<file path="src/rtl/tcw_pkg.sv">
// Shared constants and controller/datapath interface types for the text console cell writer.
package tcw_pkg;

  localparam int COLUMNS    = 80;
  localparam int ROWS       = 25;
  localparam int COL_W      = 7;
  localparam int ROW_W      = 5;
  localparam int MODE_W     = 2;
  localparam int CHAR_W     = 8;
  localparam int CELL_W     = 16;
  localparam int CELL_COUNT = COLUMNS * ROWS;
  localparam int ADDR_W     = $clog2(CELL_COUNT);

  localparam logic [MODE_W-1:0] MODE_PUT_CHAR = 2'd0;
  localparam logic [MODE_W-1:0] MODE_PUT_AT   = 2'd1;
  localparam logic [MODE_W-1:0] MODE_READ     = 2'd2;

  localparam logic [CHAR_W-1:0] NEWLINE_CODE = 8'd10;
  localparam logic [CHAR_W-1:0] SPACE_CODE   = 8'd32;
  localparam logic [CHAR_W-1:0] DEFAULT_ATTR = 8'd7;

  typedef struct packed {
    logic load_req;
    logic exec;
    logic clr_step;
    logic scr_step;
    logic out_load;
  } cmd_t;

  typedef struct packed {
    logic scroll_req;
    logic clr_last;
    logic scr_last;
  } stat_t;

endpackage

</file>
<file path="src/rtl/tcw_ctrl.sv">
// Controller: sequences reset clearing, request execution, scroll row fill and result hand-off.
module tcw_ctrl (
  input  logic           clk,
  input  logic           rst,
  input  logic           in_valid,
  output logic           in_ready,
  output logic           out_valid,
  input  logic           out_ready,
  output tcw_pkg::cmd_t  cmd,
  input  tcw_pkg::stat_t stat
);
  import tcw_pkg::*;

  typedef enum logic [2:0] {
    S_CLEAR,
    S_IDLE,
    S_EXEC,
    S_SCROLL,
    S_DONE
  } state_t;

  state_t state;
  logic   out_free;

  assign out_free = !out_valid || out_ready;
  assign in_ready = (state == S_IDLE);

  always_comb begin
    cmd          = '0;
    cmd.clr_step = (state == S_CLEAR);
    cmd.load_req = (state == S_IDLE) && in_valid;
    cmd.exec     = (state == S_EXEC);
    cmd.scr_step = (state == S_SCROLL);
    cmd.out_load = (state == S_DONE) && out_free;
  end

  always_ff @(posedge clk) begin
    if (rst) begin
      state     <= S_CLEAR;
      out_valid <= 1'b0;
    end else begin
      if (cmd.out_load) begin
        out_valid <= 1'b1;
      end else if (out_ready) begin
        out_valid <= 1'b0;
      end
      case (state)
        S_CLEAR: begin
          if (stat.clr_last) begin
            state <= S_IDLE;
          end
        end
        S_IDLE: begin
          if (in_valid) begin
            state <= S_EXEC;
          end
        end
        S_EXEC: begin
          state <= stat.scroll_req ? S_SCROLL : S_DONE;
        end
        S_SCROLL: begin
          if (stat.scr_last) begin
            state <= S_DONE;
          end
        end
        S_DONE: begin
          if (out_free) begin
            state <= S_IDLE;
          end
        end
        default: state <= S_CLEAR;
      endcase
    end
  end

endmodule

</file>
<file path="config.mk">
export PLATFORM = sky130hd
export DESIGN_NAME = tcw_ctrl
export DESIGN_NICKNAME = d
export VERILOG_FILES = /design/src/rtl/tcw_pkg.sv /design/src/rtl/tcw_ctrl.sv
export SDC_FILE = /design/constraint.sdc
export NUM_CORES = 1
export LEC_CHECK = 0
export BUFFER_PORTS_ARGS = -buffer_cell sky130_fd_sc_hd__buf_2
export CAP_MARGIN = 10
export CORE_AREA = 2 2 39 41
export DETAILED_ROUTE_END_ITERATION = 10
export DIE_AREA = 0 0 41 43
export GPL_TIMING_DRIVEN = 0
export PLACE_DENSITY = 0.39
export REMOVE_ABC_BUFFERS = 1
export SETUP_SLACK_MARGIN = 0.1
export SLEW_MARGIN = 5
export SYNTH_ARGS = -nofsm -noshare
export SYNTH_HDL_FRONTEND = slang
export SYNTH_SLANG_ARGS = --single-unit
</file>
<file path="constraint.sdc">
create_clock -name clk -period 1.5 [get_ports clk]
set_clock_uncertainty 0.05 [all_clocks]
set_input_delay 0.3 -clock clk [delete_from_list [all_inputs] [get_ports clk]]
set_output_delay 0.3 -clock clk [all_outputs]
set_load 0.02 [all_outputs]
</file>
==> key figures <==
Run status
  – Run status: completed

CTS
  – Clock buffer depth: 2
  – Clk slew on worst S/H paths: 40 ps
  – Cts hold-fix bufs: 0
  – TritonCTS clock tree: built
  – Clk Tree Root Cell: clkbuf_4
  – Total CTS buffers: 3
  – Worst skew pair latency: 230 ps
  – H-tree levels: 1
  – CTS Sinks: 4

Synthesis
  – Synth Cell Area: 268 sq um
  – Flops & latches, synth: 4
  – Average cell area after synthesis: 7.88 sq um
  – Yosys Warn Count: 0
  – Gate Count Post-Synth: 34
  – Distinct cell type count after synthesis: 20
  – Post-synthesis sequential area ratio: 29.9%

Floorplan
  – Height of the die: 43 um
  – Core Area: 1380 sq um
  – # rows: 14
  – Die Area: 1760 sq um
  – # IOs: 14
  – Starting density of the core: 19.3%
  – Die Width: 41 um

STA
  – Rel. slew slack: 87.0%
  – RSZ-0062 raised after global routing: true
  – Final Critical Period: 1420 ps
  – Final setup fails: 0
  – Worst slew pin tran: 194 ps
  – Final period utilization: 94.5%
  – Achievable Freq: 0.705 GHz
  – Final hold viol count: 0
  – Max-slew violations: 0

Flow run
  – Max Cap Viol: 0

Placed design
  – GP Congestion: 0.667
  – Port Buf Inserts: 13

Critical path
  – R2r worst-path depth: 5
  – Startpoint Class: register
  – CP max FO: 6
  – FF-to-FF End: state[0]$_SDFFE_PP0P_
  – Worst R2R Setup Slack: 110 ps
  – Crit. End Element: primary output
  – End of the critical path: cmd[4]
  – Setup CP Type: reg -> out
  – Worst Setup SP: state[0]$_SDFFE_PP0P_
  – CP required: 1150 ps
  – Reg2Reg Launch Point: state[2]$_SDFFE_PP0P_
  – Worst EP arrival: 1070 ps

Global route
  – Initial antenna violation count: 0
  – GRT Residual Overflow: 0
  – Global-route wire length before repair: 1050 um
  – Vias in the first global route: 262
  – Largest net degree at the start of global routing: 12
  – Gr usage total: 9.62%

Final layout
  – ANT cells: 0
  – Final core occ: 33.1%
  – Area of the multi-input gates: 195 sq um
  – Most common cell after layout, fill and taps aside: buf_2
  – Area Overhead vs Synth: 71.0%
  – Reg area: 91.3 sq um
  – Net count reported at finish: 63
  – Most frequent cells in the layout: buf_2, buf_4
  – Layout cells sized above 1: 59.3%
  – Fill cell count: 150

Detailed routing
  – Vias: 308
  – First-pass DRT Iterations: 2
  – Drt wl/cell: 10.0 um
  – WL final: 703 um
  – Post-DRT Antenna Nets: 0
  – Detailed-route DRC error count: 0
  – DR iter-0 viols: 6
  – Via-to-Cell Ratio: 4.40

Power
  – Pwr dens: 805 nW/um^2
  – Max IR drop VDD: 0.371 mV
  – Total power: 369 uW
  – Leak Pwr: 0.200 nW

Worst hold path
  – Hold WC Path Type: in -> reg
==> cell type report <==
class	instances	area share, %
multi-input combinational	27	42.6
timing repair buffer	19	27.3
sequential	4	19.9
clock buffer	3	4.92
tap	16	4.37
inverter	1	0.820
==> worst min path at each step <==
stage / depth (start not counted) / from / endpoint
after floorplan: 1 / rst / out_valid$_SDFFE_PP0P_
after global placement: 2 / out_valid$_SDFFE_PP0P_ / out_valid$_SDFFE_PP0P_
after detailed placement: 2 / out_valid$_SDFFE_PP0P_ / out_valid$_SDFFE_PP0P_
after CTS: 2 / rst / state[2]$_SDFFE_PP0P_
after global routing: 2 / rst / state[2]$_SDFFE_PP0P_
final: 2 / rst / state[2]$_SDFFE_PP0P_
==> where the power goes <==
part | internal, mW | total, mW | switching [mW] | leakage (nW)
clock | 0.0893 | 0.131 | 0.0418 | 0.0138
sequential | 0.112 | 0.125 | 0.0129 | 0.0347
combinational | 0.0595 | 0.113 | 0.0530 | 0.152
total | 0.261 | 0.369 | 0.108 | 0.200
==> worst max-delay path: stages, from the launching register on <==
cell and delay (ps):
dfxtp_4 380, nor3b_4 190, and2_4 160, buf_6 100
==> synthesized netlist by cell type <==
cell,number,share of area [%]
a221o_1,1,3.7
inv_1,1,1.4
and4bb_1,1,4.7
buf_6,2,8.4
nor2_2,1,2.3
nor3_1,2,3.7
nand3b_1,1,2.8
and3_1,1,2.3
o21ai_0,1,1.9
nor2b_1,2,4.7
o31ai_1,1,2.8
dfxtp_1,4,30
nor2_1,4,5.6
o21ai_1,1,1.9
a21oi_1,3,5.6
nand2b_1,1,2.3
nand3_1,1,1.9
and2_1,3,7.0
nand2_1,1,1.4
nor3b_1,2,5.6
==> cells by family (layout without fill, tap and decap cells) <==
| kind of cell | count (synthesis) | after routing | synth area share, % |
|---|---|---|---|
| AOI/OAI and AO/OA | 7 | 7 | 15.9 |
| and+or+nand+nor | 20 | 20 | 44.4 |
| buffers and inverters | 3 | 23 | 9.81 |
| DFF | 4 | 4 | 29.9 |
==> through the flow <==
step / setup TNS [ps] / worst slack, ps / instance area [sq um] / cells / hold slack [ps]
after floorplan: -224 / -224 / 245 / 32 / 319
after global placement: 0 / 107 / 330 / 61 / 423
after detailed placement: 0 / 105 / 330 / 61 / 423
after CTS: 0 / 84.6 / 405 / 66 / 210
after global routing: 0 / 25.1 / 458 / 70 / 218
final: 0 / 82.2 / 458 / 70 / 213
==> state kept, by name, indices dropped and copies added (netlist names) <==
name,count
out_valid,1
state,3
==> repair_timing <==
item,CTS,global route
setup buffers,2,4
pin swaps,1,4
resized for setup,15,7
setup endpoints to repair,5,4
==> layer usage <==
layer	vias up	share of wire, %	GRT usage [%]
met5	-	0	0
met4	0	0.85	10.0
met3	2	8.3	4.71
met2	14	41	10.9
met1	131	49	11.8
li1	161	-	-
Power figures use the tool's default switching activity.
